$ cat config.mk
export PLATFORM = sky130hd
export DESIGN_NAME = time_of_day_clock_with_button_setting_top
export DESIGN_NICKNAME = d
export VERILOG_FILES = /design/src/sv/tdc_pkg.sv /design/src/sv/tdc_front.sv /design/src/sv/tdc_fifo.sv /design/src/sv/tdc_back.sv /design/src/sv/time_of_day_clock_with_button_setting_top.sv
export SDC_FILE = /design/constraint.sdc
export NUM_CORES = 1
export LEC_CHECK = 0
export BUFFER_PORTS_ARGS = -buffer_cell sky130_fd_sc_hd__buf_2
export CAP_MARGIN = 40
export CORE_MARGIN = 2
export CORE_UTILIZATION = 55
export DETAILED_ROUTE_END_ITERATION = 8
export PLACE_DENSITY = 0.73
export SLEW_MARGIN = 20
export SYNTH_ARGS = -nofsm -noshare
export SYNTH_HDL_FRONTEND = slang
export SYNTH_SLANG_ARGS = --single-unit
$ cat constraint.sdc
create_clock -name clock -period 5.6 [get_ports clock]
set_clock_uncertainty 0.2 [all_clocks]
set_input_delay 0.84 -clock clock [delete_from_list [all_inputs] [get_ports clock]]
set_output_delay 0.84 -clock clock [all_outputs]
set_load 0.05 [all_outputs]
$ cat src/sv/tdc_pkg.sv
package tdc_pkg;

   // keypad sample width
   localparam int AdcBits = 10;
   // widest configuration register is a window bound
   localparam int CsrDataBits = AdcBits;
   localparam int CsrIndexBits = 3;

   localparam int FifoDepth = 2;
   localparam int FifoPtrBits = $clog2(FifoDepth);
   localparam int FifoCountBits = $clog2(FifoDepth + 1);

   typedef logic [AdcBits-1:0] level_type;
   typedef logic [5:0] sec_type;
   typedef logic [5:0] min_type;
   typedef logic [4:0] hour_type;
   typedef logic [7:0] idle_type;
   typedef logic [FifoPtrBits-1:0] fifo_ptr_type;
   typedef logic [FifoCountBits-1:0] fifo_count_type;

   localparam sec_type SecLast = 6'd59;
   localparam min_type MinLast = 6'd59;
   localparam hour_type HourLast = 5'd23;
   localparam idle_type IdleMax = 8'd255;

   localparam level_type SetLowReset = level_type'(340);
   localparam level_type SetHighReset = level_type'(450);
   localparam level_type UpLowReset = level_type'(210);
   localparam level_type UpHighReset = level_type'(280);
   localparam level_type DownLowReset = level_type'(130);
   localparam level_type DownHighReset = level_type'(200);
   localparam idle_type IdleTimeoutReset = 8'd5;

   typedef enum logic [CsrIndexBits-1:0] {
      REG_SET_LOW      = 3'd0,
      REG_SET_HIGH     = 3'd1,
      REG_UP_LOW       = 3'd2,
      REG_UP_HIGH      = 3'd3,
      REG_DOWN_LOW     = 3'd4,
      REG_DOWN_HIGH    = 3'd5,
      REG_IDLE_TIMEOUT = 3'd6
   } csr_index_type;

   typedef enum logic [1:0] {
      MODE_RUN     = 2'd0,
      MODE_HOURS   = 2'd1,
      MODE_MINUTES = 2'd2
   } mode_type;

   // classified request handed from the front to the back
   typedef struct packed {
      logic tick;
      logic other;
      logic set_press;
      logic up_press;
      logic down_press;
   } item_type;

endpackage

$ cat src/sv/tdc_front.sv
module tdc_front (
   input  logic                             clock,
   input  logic                             reset,
   input  logic                             req_valid,
   output logic                             req_ready,
   input  logic                             req_second_tick,
   input  logic [tdc_pkg::AdcBits-1:0]      req_key_level,
   input  logic                             req_other_screen,
   input  logic                             csr_wr_en,
   input  logic [tdc_pkg::CsrIndexBits-1:0] csr_index,
   input  logic [tdc_pkg::CsrDataBits-1:0]  csr_wdata,
   input  logic                             fifo_full,
   output logic                             push_valid,
   output tdc_pkg::item_type                push_item,
   output tdc_pkg::idle_type                idle_timeout
);

   tdc_pkg::level_type set_low_ff, set_low_in, set_high_ff, set_high_in;
   tdc_pkg::level_type up_low_ff, up_low_in, up_high_ff, up_high_in;
   tdc_pkg::level_type down_low_ff, down_low_in, down_high_ff, down_high_in;
   tdc_pkg::idle_type timeout_ff, timeout_in;
   logic set_held_ff, set_held_in, up_held_ff, up_held_in, down_held_ff, down_held_in;
   logic set_hit, up_hit, down_hit, accept;

   assign req_ready = !fifo_full;
   assign accept = req_valid && req_ready;
   assign push_valid = accept;
   assign idle_timeout = timeout_ff;

   // strict window compares
   assign set_hit = (req_key_level > set_low_ff) && (req_key_level < set_high_ff);
   assign up_hit = (req_key_level > up_low_ff) && (req_key_level < up_high_ff);
   assign down_hit = (req_key_level > down_low_ff) && (req_key_level < down_high_ff);

   always_comb begin
      push_item.tick = req_second_tick;
      push_item.other = req_other_screen;
      push_item.set_press = !req_other_screen && set_hit && !set_held_ff;
      push_item.up_press = !req_other_screen && up_hit && !up_held_ff;
      push_item.down_press = !req_other_screen && down_hit && !down_held_ff;
   end

   // held bits frozen while the other screen is shown
   always_comb begin
      set_held_in = set_held_ff;
      up_held_in = up_held_ff;
      down_held_in = down_held_ff;
      if (accept && !req_other_screen) begin
         set_held_in = set_hit;
         up_held_in = up_hit;
         down_held_in = down_hit;
      end
   end

   always_comb begin
      set_low_in = set_low_ff;
      set_high_in = set_high_ff;
      up_low_in = up_low_ff;
      up_high_in = up_high_ff;
      down_low_in = down_low_ff;
      down_high_in = down_high_ff;
      timeout_in = timeout_ff;
      if (csr_wr_en) begin
         case (csr_index)
            tdc_pkg::REG_SET_LOW:      set_low_in = csr_wdata[tdc_pkg::AdcBits-1:0];
            tdc_pkg::REG_SET_HIGH:     set_high_in = csr_wdata[tdc_pkg::AdcBits-1:0];
            tdc_pkg::REG_UP_LOW:       up_low_in = csr_wdata[tdc_pkg::AdcBits-1:0];
            tdc_pkg::REG_UP_HIGH:      up_high_in = csr_wdata[tdc_pkg::AdcBits-1:0];
            tdc_pkg::REG_DOWN_LOW:     down_low_in = csr_wdata[tdc_pkg::AdcBits-1:0];
            tdc_pkg::REG_DOWN_HIGH:    down_high_in = csr_wdata[tdc_pkg::AdcBits-1:0];
            tdc_pkg::REG_IDLE_TIMEOUT: timeout_in = csr_wdata[7:0];
            default: ;
         endcase
      end
   end

   always_ff @(posedge clock) begin
      if (reset) begin
         set_low_ff <= tdc_pkg::SetLowReset;
         set_high_ff <= tdc_pkg::SetHighReset;
         up_low_ff <= tdc_pkg::UpLowReset;
         up_high_ff <= tdc_pkg::UpHighReset;
         down_low_ff <= tdc_pkg::DownLowReset;
         down_high_ff <= tdc_pkg::DownHighReset;
         timeout_ff <= tdc_pkg::IdleTimeoutReset;
         set_held_ff <= 1'b0;
         up_held_ff <= 1'b0;
         down_held_ff <= 1'b0;
      end else begin
         set_low_ff <= set_low_in;
         set_high_ff <= set_high_in;
         up_low_ff <= up_low_in;
         up_high_ff <= up_high_in;
         down_low_ff <= down_low_in;
         down_high_ff <= down_high_in;
         timeout_ff <= timeout_in;
         set_held_ff <= set_held_in;
         up_held_ff <= up_held_in;
         down_held_ff <= down_held_in;
      end
   end

endmodule

$ cat src/sv/tdc_fifo.sv
module tdc_fifo (
   input  logic              clock,
   input  logic              reset,
   input  logic              push,
   input  tdc_pkg::item_type push_item,
   input  logic              pop,
   output tdc_pkg::item_type pop_item,
   output logic              full,
   output logic              empty
);

   tdc_pkg::item_type entry_ff [tdc_pkg::FifoDepth];
   tdc_pkg::fifo_ptr_type wr_ptr_ff, wr_ptr_in, rd_ptr_ff, rd_ptr_in;
   tdc_pkg::fifo_count_type count_ff, count_in;

   assign full = (count_ff == tdc_pkg::fifo_count_type'(tdc_pkg::FifoDepth));
   assign empty = (count_ff == '0);
   assign pop_item = entry_ff[rd_ptr_ff];

   always_comb begin
      wr_ptr_in = wr_ptr_ff;
      rd_ptr_in = rd_ptr_ff;
      count_in = count_ff;
      if (push) begin
         wr_ptr_in = (wr_ptr_ff == tdc_pkg::fifo_ptr_type'(tdc_pkg::FifoDepth - 1)) ?
                     '0 : wr_ptr_ff + tdc_pkg::fifo_ptr_type'(1);
      end
      if (pop) begin
         rd_ptr_in = (rd_ptr_ff == tdc_pkg::fifo_ptr_type'(tdc_pkg::FifoDepth - 1)) ?
                     '0 : rd_ptr_ff + tdc_pkg::fifo_ptr_type'(1);
      end
      if (push && !pop) begin
         count_in = count_ff + tdc_pkg::fifo_count_type'(1);
      end else if (pop && !push) begin
         count_in = count_ff - tdc_pkg::fifo_count_type'(1);
      end
   end

   always_ff @(posedge clock) begin
      if (push) begin
         entry_ff[wr_ptr_ff] <= push_item;
      end
   end

   always_ff @(posedge clock) begin
      if (reset) begin
         wr_ptr_ff <= '0;
         rd_ptr_ff <= '0;
         count_ff <= '0;
      end else begin
         wr_ptr_ff <= wr_ptr_in;
         rd_ptr_ff <= rd_ptr_in;
         count_ff <= count_in;
      end
   end

endmodule

$ cat src/sv/tdc_back.sv
module tdc_back (
   input  logic              clock,
   input  logic              reset,
   input  logic              fifo_empty,
   input  tdc_pkg::item_type pop_item,
   output logic              pop,
   input  tdc_pkg::idle_type idle_timeout,
   output logic              rsp_valid,
   input  logic              rsp_ready,
   output logic [4:0]        rsp_hour_now,
   output logic [5:0]        rsp_minute_now,
   output logic [5:0]        rsp_second_now,
   output logic [1:0]        rsp_clock_state
);

   tdc_pkg::sec_type sec_ff, sec_in;
   tdc_pkg::min_type min_ff, min_in;
   tdc_pkg::hour_type hour_ff, hour_in;
   tdc_pkg::idle_type idle_ff, idle_in;
   tdc_pkg::mode_type mode_ff, mode_in;
   logic rsp_valid_ff, rsp_valid_in;
   logic [4:0] hour_out_ff;
   logic [5:0] min_out_ff, sec_out_ff;
   logic [1:0] state_out_ff;

   assign pop = !fifo_empty && (!rsp_valid_ff || rsp_ready);

   // one request per cycle unless the response register stalls: tick, set, timeout, up, down in that order
   always_comb begin
      sec_in = sec_ff;
      min_in = min_ff;
      hour_in = hour_ff;
      idle_in = idle_ff;
      mode_in = mode_ff;
      if (pop) begin
         if (pop_item.tick) begin
            if (mode_ff == tdc_pkg::MODE_RUN) begin
               if (sec_ff >= tdc_pkg::SecLast) begin
                  sec_in = '0;
                  if (min_ff >= tdc_pkg::MinLast) begin
                     min_in = '0;
                     hour_in = (hour_ff >= tdc_pkg::HourLast) ?
                               '0 : hour_ff + tdc_pkg::hour_type'(1);
                  end else begin
                     min_in = min_ff + tdc_pkg::min_type'(1);
                  end
               end else begin
                  sec_in = sec_ff + tdc_pkg::sec_type'(1);
               end
            end
            if (idle_ff != tdc_pkg::IdleMax) begin
               idle_in = idle_ff + tdc_pkg::idle_type'(1);
            end
         end
         if (!pop_item.other) begin
            if (pop_item.set_press) begin
               case (mode_ff)
                  tdc_pkg::MODE_RUN:   mode_in = tdc_pkg::MODE_HOURS;
                  tdc_pkg::MODE_HOURS: mode_in = tdc_pkg::MODE_MINUTES;
                  default:             mode_in = tdc_pkg::MODE_RUN;
               endcase
               idle_in = '0;
            end
            if (mode_in != tdc_pkg::MODE_RUN && idle_in > idle_timeout) begin
               mode_in = tdc_pkg::MODE_RUN;
               idle_in = '0;
            end
            if (pop_item.up_press) begin
               idle_in = '0;
               case (mode_in)
                  tdc_pkg::MODE_HOURS: begin
                     hour_in = (hour_in >= tdc_pkg::HourLast) ?
                               '0 : hour_in + tdc_pkg::hour_type'(1);
                  end
                  tdc_pkg::MODE_MINUTES: begin
                     min_in = (min_in >= tdc_pkg::MinLast) ?
                              '0 : min_in + tdc_pkg::min_type'(1);
                  end
                  default: ;
               endcase
            end
            if (pop_item.down_press) begin
               idle_in = '0;
               case (mode_in)
                  tdc_pkg::MODE_HOURS: begin
                     hour_in = (hour_in == '0) ?
                               tdc_pkg::HourLast : hour_in - tdc_pkg::hour_type'(1);
                  end
                  tdc_pkg::MODE_MINUTES: begin
                     min_in = (min_in == '0) ?
                              tdc_pkg::MinLast : min_in - tdc_pkg::min_type'(1);
                  end
                  default: ;
               endcase
            end
         end
      end
   end

   always_comb begin
      rsp_valid_in = rsp_valid_ff;
      if (pop) begin
         rsp_valid_in = 1'b1;
      end else if (rsp_ready) begin
         rsp_valid_in = 1'b0;
      end
   end

   always_ff @(posedge clock) begin
      if (reset) begin
         sec_ff <= '0;
         min_ff <= '0;
         hour_ff <= '0;
         idle_ff <= '0;
         mode_ff <= tdc_pkg::MODE_RUN;
         rsp_valid_ff <= 1'b0;
      end else begin
         sec_ff <= sec_in;
         min_ff <= min_in;
         hour_ff <= hour_in;
         idle_ff <= idle_in;
         mode_ff <= mode_in;
         rsp_valid_ff <= rsp_valid_in;
      end
   end

   // response payload, loaded with the updated state
   always_ff @(posedge clock) begin
      if (pop) begin
         hour_out_ff <= hour_in;
         min_out_ff <= min_in;
         sec_out_ff <= sec_in;
         state_out_ff <= mode_in;
      end
   end

   assign rsp_valid = rsp_valid_ff;
   assign rsp_hour_now = hour_out_ff;
   assign rsp_minute_now = min_out_ff;
   assign rsp_second_now = sec_out_ff;
   assign rsp_clock_state = state_out_ff;

endmodule

$ cat src/sv/time_of_day_clock_with_button_setting_top.sv
// time-of-day clock set from a three-button resistor-ladder keypad
// request channel (req_valid / req_ready): one second-tick flag, one keypad
//   sample and an other-screen flag per request
// response channel (rsp_valid / rsp_ready): hour, minute, second and clock
//   state after that request has been applied, one response per request
// csr port: single-cycle writes of the six window bounds and the idle
//   timeout, index as listed in the package; unknown indices are dropped
// path: an accepted request is written into the queue; the back end pops it,
//   updates the time counters and loads the response register, and it pops
//   only while the response register is empty or being taken
// throughput: one request per cycle while the receiver takes the responses
// receiver stall: the response register holds, the two-entry queue takes what
//   it still has room for and req_ready falls once it is full; nothing is
//   dropped or repeated
// reset: time 00:00:00, running, held bits clear, csr registers at defaults
module time_of_day_clock_with_button_setting_top (
   input  logic                             clock,
   input  logic                             reset,
   input  logic                             req_valid,
   output logic                             req_ready,
   input  logic                             req_second_tick,
   input  logic [tdc_pkg::AdcBits-1:0]      req_key_level,
   input  logic                             req_other_screen,
   output logic                             rsp_valid,
   input  logic                             rsp_ready,
   output logic [4:0]                       rsp_hour_now,
   output logic [5:0]                       rsp_minute_now,
   output logic [5:0]                       rsp_second_now,
   output logic [1:0]                       rsp_clock_state,
   input  logic                             csr_wr_en,
   input  logic [tdc_pkg::CsrIndexBits-1:0] csr_index,
   input  logic [tdc_pkg::CsrDataBits-1:0]  csr_wdata
);

   // front to queue
   logic push_valid;
   tdc_pkg::item_type push_item;
   // queue to back
   tdc_pkg::item_type pop_item;
   logic pop, fifo_full, fifo_empty;
   tdc_pkg::idle_type idle_timeout;

   // front: csr registers, window compares and press-edge detection
   tdc_front u_front (
      .clock            (clock),
      .reset            (reset),
      .req_valid        (req_valid),
      .req_ready        (req_ready),
      .req_second_tick  (req_second_tick),
      .req_key_level    (req_key_level),
      .req_other_screen (req_other_screen),
      .csr_wr_en        (csr_wr_en),
      .csr_index        (csr_index),
      .csr_wdata        (csr_wdata),
      .fifo_full        (fifo_full),
      .push_valid       (push_valid),
      .push_item        (push_item),
      .idle_timeout     (idle_timeout)
   );

   // short queue of classified requests
   tdc_fifo u_fifo (
      .clock     (clock),
      .reset     (reset),
      .push      (push_valid),
      .push_item (push_item),
      .pop       (pop),
      .pop_item  (pop_item),
      .full      (fifo_full),
      .empty     (fifo_empty)
   );

   // back: time counters, mode, idle timer and response register
   tdc_back u_back (
      .clock           (clock),
      .reset           (reset),
      .fifo_empty      (fifo_empty),
      .pop_item        (pop_item),
      .pop             (pop),
      .idle_timeout    (idle_timeout),
      .rsp_valid       (rsp_valid),
      .rsp_ready       (rsp_ready),
      .rsp_hour_now    (rsp_hour_now),
      .rsp_minute_now  (rsp_minute_now),
      .rsp_second_now  (rsp_second_now),
      .rsp_clock_state (rsp_clock_state)
   );

endmodule

# Word level (Yosys, flattened, before mapping)

Memories as Yosys holds them, arrays and structs flattened. A register that Yosys moved wholly into a read port is not among the register bits.
Index checks and enable logic that the tools add are counted.

Bits in latches: 0
Memory bits (writable): 10
Memories kept: 1
Register bits: 122
Logic and storage cells: 162
Bits in read-only memories: 0

Divide/modulo/power cells: 0
Shift-type cells: 0
Magnitude comparators: 12
Multiplexer cells: 63
Equal/unequal tests: 11
$add $sub $neg: 12
Reduce and logical (&&, ||, !) cells: 40
Bitwise gates (word level): 0
$mul: 0

Memories:

| name            | depth | bits a word | rd ports | clocked after memory_dff | write ports | RTL line       | text |
|---|---|---|---|---|---|---|---|
| u_fifo.entry_ff | 2     | 5           | 1        | 1                        | 1           | tdc_fifo.sv:12 | `tdc_pkg::item_type entry_ff [tdc_pkg::FifoDepth];` |

Operators by type and width:

| cell                                             | count |
|---|---|
| 2-to-1 mux 6 bit                                 | 19 |
| 2-to-1 mux 5 bit                                 | 16 |
| 2-to-1 mux 8 bit                                 | 9 |
| > comparator 10 bit                              | 3 |
| less-than comparator 10 bit                      | 3 |
| 2-to-1 mux 2 bit                                 | 10 |
| adder 6 x 1 -> 6 bit, second input constant      | 3 |
| >= comparator 6 bit, second input constant       | 3 |
| logical AND 1 bit                                | 15 |
| AND reduction 2 bit                              | 7 |
| adder 5 x 1 -> 5 bit, second input constant      | 2 |
| >= comparator 5 bit, second input constant       | 2 |
| == test 3 bit, second input constant             | 3 |
| zero test 1 bit                                  | 9 |
| adder 8 x 1 -> 8 bit, second input constant      | 1 |
| > comparator 8 bit                               | 1 |
| 2-to-1 mux 1 bit                                 | 8 |
| inequality test 8 bit, second input constant     | 1 |
| == test 3 x 2 -> 1 bit, second input constant    | 2 |
| zero test 6 bit                                  | 1 |
| nonzero test 2 bit                               | 3 |
| subtractor 6 x 1 -> 6 bit, second input constant | 1 |
| zero test 5 bit                                  | 1 |
| subtractor 5 x 1 -> 5 bit, second input constant | 1 |
| other kinds (10)                                 | 14 |

# Logic depth before layout (Yosys ltp)

Depth in word-level cells: 22
Gate-level depth with buffers: 22
Gate-level depth less buffers: 21

# Hierarchy

A second synthesis with hierarchy kept.

Cells, all modules: 1,000
Area total of the unflattened synthesis: 8,314.2 sq um

Modules (own cells, without submodules):

| module    | area an instance (sq um) | instances | seq. area each (sq um) | cells each |
|---|---|---|---|---|
| tdc_front | 4,011.3                  | 1         | 1,421.4                | 502 |
| tdc_back  | 3,738.6                  | 1         | 1,131.1                | 461 |
| tdc_fifo  | 564.3                    | 1         | 400.4                  | 37 |

# Least setup slack after synthesis

Ideal clock, no wire load.

Kind: register -> register
From: reg u_back.idle_ff[0]
To: reg u_back.hour_out_ff[3], in the netlist u_back.rsp_hour_now[3], data pin
Period minus slack after synthesis: 4.567 ns
Setup slack: 1.033 ns
Arrival time: 4.099 ns
Stages on the path, launching flop included: 22
Buffers on the path: 0
Required time: 5.132 ns
Cells stage by stage: dfxtp_1 -> ha_1 -> nand3_1 -> inv_1 -> a31oi_1 -> nand2_1 -> nor2_1 -> xnor2_1 -> nor2_1 -> ha_1 -> nand4_1 -> a2bb2oi_1 -> o21ai_1 -> a22oi_1 -> a21oi_1 -> a22oi_1 -> ha_1 -> o21ai_0 -> o21ai_0 -> nor2b_1 -> a211oi_1 -> o31ai_1

Cells in the longest elaborated chain, start to end: 22

RTL lines:

| element                                                       | RTL line                       | text |
|---|---|---|
| start, declared                                               | tdc_back.sv:19                 | `tdc_pkg::idle_type idle_ff, idle_in;` |
| start signal, assigned                                        | tdc_back.sv:121                | `idle_ff <= idle_in;` |
| adder 8 x 1 -> 8 bit or inequality test 8 bit (tied branches) | tdc_back.sv:52, tdc_back.sv:51 |  |
| 2-to-1 mux 8 bit                                              | tdc_back.sv:51                 | `if (idle_ff != tdc_pkg::IdleMax) begin` |
| 2-to-1 mux 8 bit *                                            | tdc_back.sv:36                 | `if (pop_item.tick) begin` |
| 2-to-1 mux 8 bit *                                            | tdc_back.sv:56                 | `if (pop_item.set_press) begin` |
| 2-to-1 mux 8 bit *                                            | tdc_back.sv:55                 | `if (!pop_item.other) begin` |
| 2-to-1 mux 8 bit *                                            | tdc_back.sv:35                 | `if (pop) begin` |
| > comparator 8 bit *                                          | tdc_back.sv:64                 | `if (mode_in != tdc_pkg::MODE_RUN && idle_in > idle_timeout) begin` |
| logical AND 1 bit *                                           | tdc_back.sv:64                 |  |
| [7 not listed]                                                | --                             |  |
| 2-to-1 mux 5 bit                                              | tdc_back.sv:35                 |  |
| subtractor 5 x 1 -> 5 bit or zero test 5 bit (tied branches)  | tdc_back.sv:87, tdc_back.sv:86 |  |
| 2-to-1 mux 5 bit                                              | tdc_back.sv:86                 | `hour_in = (hour_in == '0) ?` |
| 2-to-1 mux 5 bit                                              | tdc_back.sv:84                 | `case (mode_in)` |
| 2-to-1 mux 5 bit *                                            | tdc_back.sv:82                 | `if (pop_item.down_press) begin` |
| 2-to-1 mux 5 bit *                                            | tdc_back.sv:55                 |  |
| 2-to-1 mux 5 bit *                                            | tdc_back.sv:35                 |  |
| net u_back.hour_in[3]                                         | tdc_back.sv:18                 | `tdc_pkg::hour_type hour_ff, hour_in;` |
| end signal, assigned                                          | tdc_back.sv:130                | `hour_out_ff <= hour_in;` |
| end, declared                                                 | tdc_back.sv:22                 | `logic [4:0] hour_out_ff;` |

The timed path passes the listed nets; every way through them passes the cells marked *. The select of a mux whose other input is x is not followed.
A chain may end at the register's enable or synchronous reset.

# Worst setup path in the final report

Same ends and word-level chain as after synthesis.

==> results.md <==
Place:
- The post-detailed-placement half-perimeter wirelength is ~15 mm.
- The count of placed standard cells including taps is 1,200.
- The count of buffers added on input and output ports is 50.
- The final weighted congestion of routability-driven global placement is 0.921.
- The placement-stage cell area is just under 0.009 mm².

Critical path:
- The timing startpoint of the critical path is u_back.idle_ff[0]$_SDFFE_PP0P_.
- The start of the worst register-to-register path is u_back.idle_ff[0]$_SDFFE_PP0P_.
- The sort of element at the end of the critical path is a flip-flop.
- For the worst setup path, the data arrival time is 5010 ps.
- STA classifies the critical path startpoint as a flip-flop.
- The type of the worst setup path is flip-flop to flip-flop.
- The end of the worst register-to-register path is u_back.rsp_hour_now[3]$_DFFE_PP_.
- The largest driver fanout on the critical path is 9.
- For the worst setup path, the data required time is approximately 5600 ps.
- The worst reg-to-reg path cell count is 22.
- The worst-case register-to-register setup slack is 560 ps.

Cells and area:
- Cells fill roughly 64% of the core in the end.
- The number of antenna diodes in the final layout is 0.
- The number of non-filler instances in the completed layout is ~1,200.
- For this run, the post-layout net count is 1,142.
- Summing all non-filler instances in the final layout gives an area of 0.00927 mm².
- The multi-input gate area in the final layout is 0.00482 mm².
- Cells with a size suffix above 1 make up 11.4% of the layout.
- The synthesis-to-layout area growth is 12.8%.
- The fill cell instance count of the final layout is ~1,300.
- The sequential cell area is 0.00295 mm².

Synth:
- The most instantiated flip-flop cell in the synthesis netlist is dfxtp_1.
- The Yosys step of the flow raised 0 warnings.
- The fraction of the yosys area taken by sequential cells is 35.9%.
- Yosys mapped a number of flops with a built-in enable equal to 29.
- The number of nets in the synthesized netlist is 1,097.
- In this run the mean area of a mapped cell was between 8 and 9 µm².
- Counting distinct cell types in the post-synthesis netlist gives 74.
- The number of synthesized register bits is around 130.
- In this run the cell area of the synthesized design comes to 0.00822 mm².
- The cell count after synthesis came out at 991.
- The fraction of registers with async set or reset after synthesis is 0%.

CTS:
- The maximum clock insertion buffer count is 2.
- The post-CTS setup-driven buffer insertion count is 0.
- TritonCTS built the clock tree.
- The clock transition at the registers of the reported paths is 60 ps.
- In this run, post-CTS hold repair placed 0 buffers.
- Once the clock tree was built, the resizer swapped 0 gates to a different size.
- In this run the number of H-tree levels came out at 4.
- The clock root buffer is clkbuf_16.
- The clock buffer count from CTS is 17.
- The number of sinks on the clock net is ~130.
- At the later pin of the worst-skew pair, clock insertion delay measures 420 ps.

Global route:
- Global routing used 26.1% of the available tracks.
- Entering global routing, the biggest net connects 69 pins.
- The initial antenna violation count was 0.
- The first global-routing pass estimated 33.6 mm of wire.
- The global route total overflow is 0.
- The number of global-route vias before repair is 6,672.

Drt:
- Once detail routing completed, the nets flagged for antenna violations numbered 0.
- Before antenna repair, the detailed router went through 6 iterations.
- The first-iteration detailed-routing DRC count is 500.
- Wires add up to 20.5 mm.
- After detailed routing, the average wire length per cell comes to 16.6 µm.
- For this run, design rule violations remaining after detail routing come to 0.
- The post-detailed-route via-to-cell ratio is 5.87.
- The detailed router placed 7,233 vias in this run.

Pwr:
- The maximum resistive drop on vdd is 0.213 mV.
- The overall power after layout is between 3 and 4 mW.
- Dividing total power by cell area gives a power density of 413 mW/mm².
- The analysis attributes to cell leakage a power of 3.82 nW.

Floorplan:
- From bottom edge to top edge, the die measures 126 µm.
- The number of core rows is 44.
- The overall die area is 0.0159 mm².
- The initial utilization of the core area, before any placement, comes to a little under three fifths.
- The core region is roughly 0.015 mm².
- For this design the top-level I/O count stands at between 50 and 60.
- The die is 126 µm wide.

Outcome:
- The flow ran to the end, and the final reports show no timing, DRC or antenna violations.

STA:
- Setup violations remaining at the end of the flow were counted as 0.
- The number of failing hold endpoints at the final stage is 0.
- The remaining max-slew budget at the tightest pin is between 40% and 50%.
- Setup repair after global routing left no endpoint under its margin.
- Setup total negative slack on the finished layout was measured at 0 ps.
- The final clock period utilization by the worst path is 90.0%.
- The max-slew violation count is 0.
- Derived from the worst setup path, the maximum achievable clock frequency is 198 MHz.
- The final critical path time including I/O delays and setup is 5040 ps.
- The slew of the pin with the lowest slew margin is ~830 ps.

Min path:
- The sink of the worst hold path is u_front.down_low_ff[3]$_SDFFE_PP0P_.
- The path class of the lowest-slack min-delay path is flip-flop to flip-flop.
- Counting instances, the worst hold path has a depth of 2.
- The worst hold path begins at u_front.down_low_ff[3]$_SDFFE_PP0P_.

Run:
- The max capacitance violation total is 0.
-- cells in the mapped netlist, drive strengths merged (10+ instances only) --
cell type    n  area (µm²)
nand2      154         578
dfxtp      104        2080
a21oi       91         463
ha          76         951
nor2        76         285
inv         74         278
o21ai       32         160
edfxtp      29         871
clkbuf      26        97.6
nor2b       25         156
a21o        24         180
nand3       20         100
nor3        20         105
mux2i       17         174
nand4       16         100
a211o       15         131
a211oi      13         103
buf         13        71.3
nand2b      12        75.1
a31oi       11        68.8
nand3b      10        75.1
nor4        10        83.8
-- cell families (layout without fill, tap and decap cells) --
kind of cell	count (synthesis)	count (layout)	synth area share [%]
adder cells (fa/ha/maj)	78	78	11.8
buffers and inverters	113	171	5.44
AND/OR/NAND/NOR	378	378	21.8
AO/OA/AOI/OAI	254	254	20.8
flip-flops	133	133	35.9
multiplexers	23	23	2.94
XOR/XNOR	12	12	1.28
-- flip-flops by register name (all words and copies together) (netlist names), 10 cells and up, named ones only --
signal	count
u_fifo.entry_ff	10
u_front.set_low_ff	10
u_front.down_low_ff	10
u_front.set_high_ff	10
u_front.up_low_ff	10
u_front.up_high_ff	10
u_front.down_high_ff	10
-- report_power, final --
part,switching [mW],leakage (nW),internal (mW)
sequential,0.104,1.13,1.16
combinational,0.975,2.40,0.450
clock,0.443,0.290,0.702
total,1.52,3.82,2.31
-- area by class of cell --
type	instances	share of cell area, %
clock buffer	17	4.59
clock inverter	15	1.94
inverter	74	3.00
multi-input combinational	745	52.0
sequential	133	31.9
tap	184	2.48
timing repair buffer	65	4.16
-- critical path, cell delays in order, from the launching register on --
cell       delay [ps]
dfxtp_1           360
ha_1              240
nand3_1           130
inv_1              50
a31oi_1           180
buf_4             190
nand2_1           130
nor2_1            160
xnor2_1           130
nor2_1             60
ha_1              280
nand4_1           100
a2bb2oi_1         220
o21ai_1           170
a22oi_1           530
a21oi_1           140
o21ai_1           330
ha_1              250
o21ai_0           100
o21ai_0           300
nor2b_1            90
a211oi_1          320
o31ai_1           110
-- routing by layer --
layer  vias up  track usage (%)  wire [µm]  part of all wire (%)
met5         -                0          0                     0
met2       168             44.6       9930                    49
met4         0             9.83        475                   2.3
met3        37             4.04        765                   3.7
li1       3647                -          -                     -
met1      3381             33.4       9280                    45
-- worst max path at each step --
stage                                       end  cells past startpoint
2_1_floorplan  u_back.rsp_hour_now[3]$_DFFE_PP_                     21
3_5_place_dp   u_back.rsp_hour_now[3]$_DFFE_PP_                     22
6_report       u_back.rsp_hour_now[3]$_DFFE_PP_                     22
5_1_grt        u_back.rsp_hour_now[3]$_DFFE_PP_                     22
3_3_place_gp   u_back.rsp_hour_now[3]$_DFFE_PP_                     22
4_1_cts        u_back.rsp_hour_now[3]$_DFFE_PP_                     22
-- placed cells by master, fill, tap and decap left out, types with 15 or more instances in the layout --
cell and n:
buf_2 49, buf_4 15, nor2_1 76, ha_1 76, nor2b_1 25, dfxtp_1 104
a21o_1 24, nand4_1 16, edfxtp_1 29, clkbuf_16 17, inv_1 74, nand2_1 154
a211o_1 15, o21ai_0 28, mux2i_1 16, nand3_1 20, a21oi_1 89, nor3_1 19
-- stage by stage --
stage	setup WS, ps	hold WS, ps
floorplan	1030	236
global placement	949	242
detailed placement	770	247
CTS	666	255
global route	77.0	267
finish	561	253
Power figures use the tool's default switching activity.
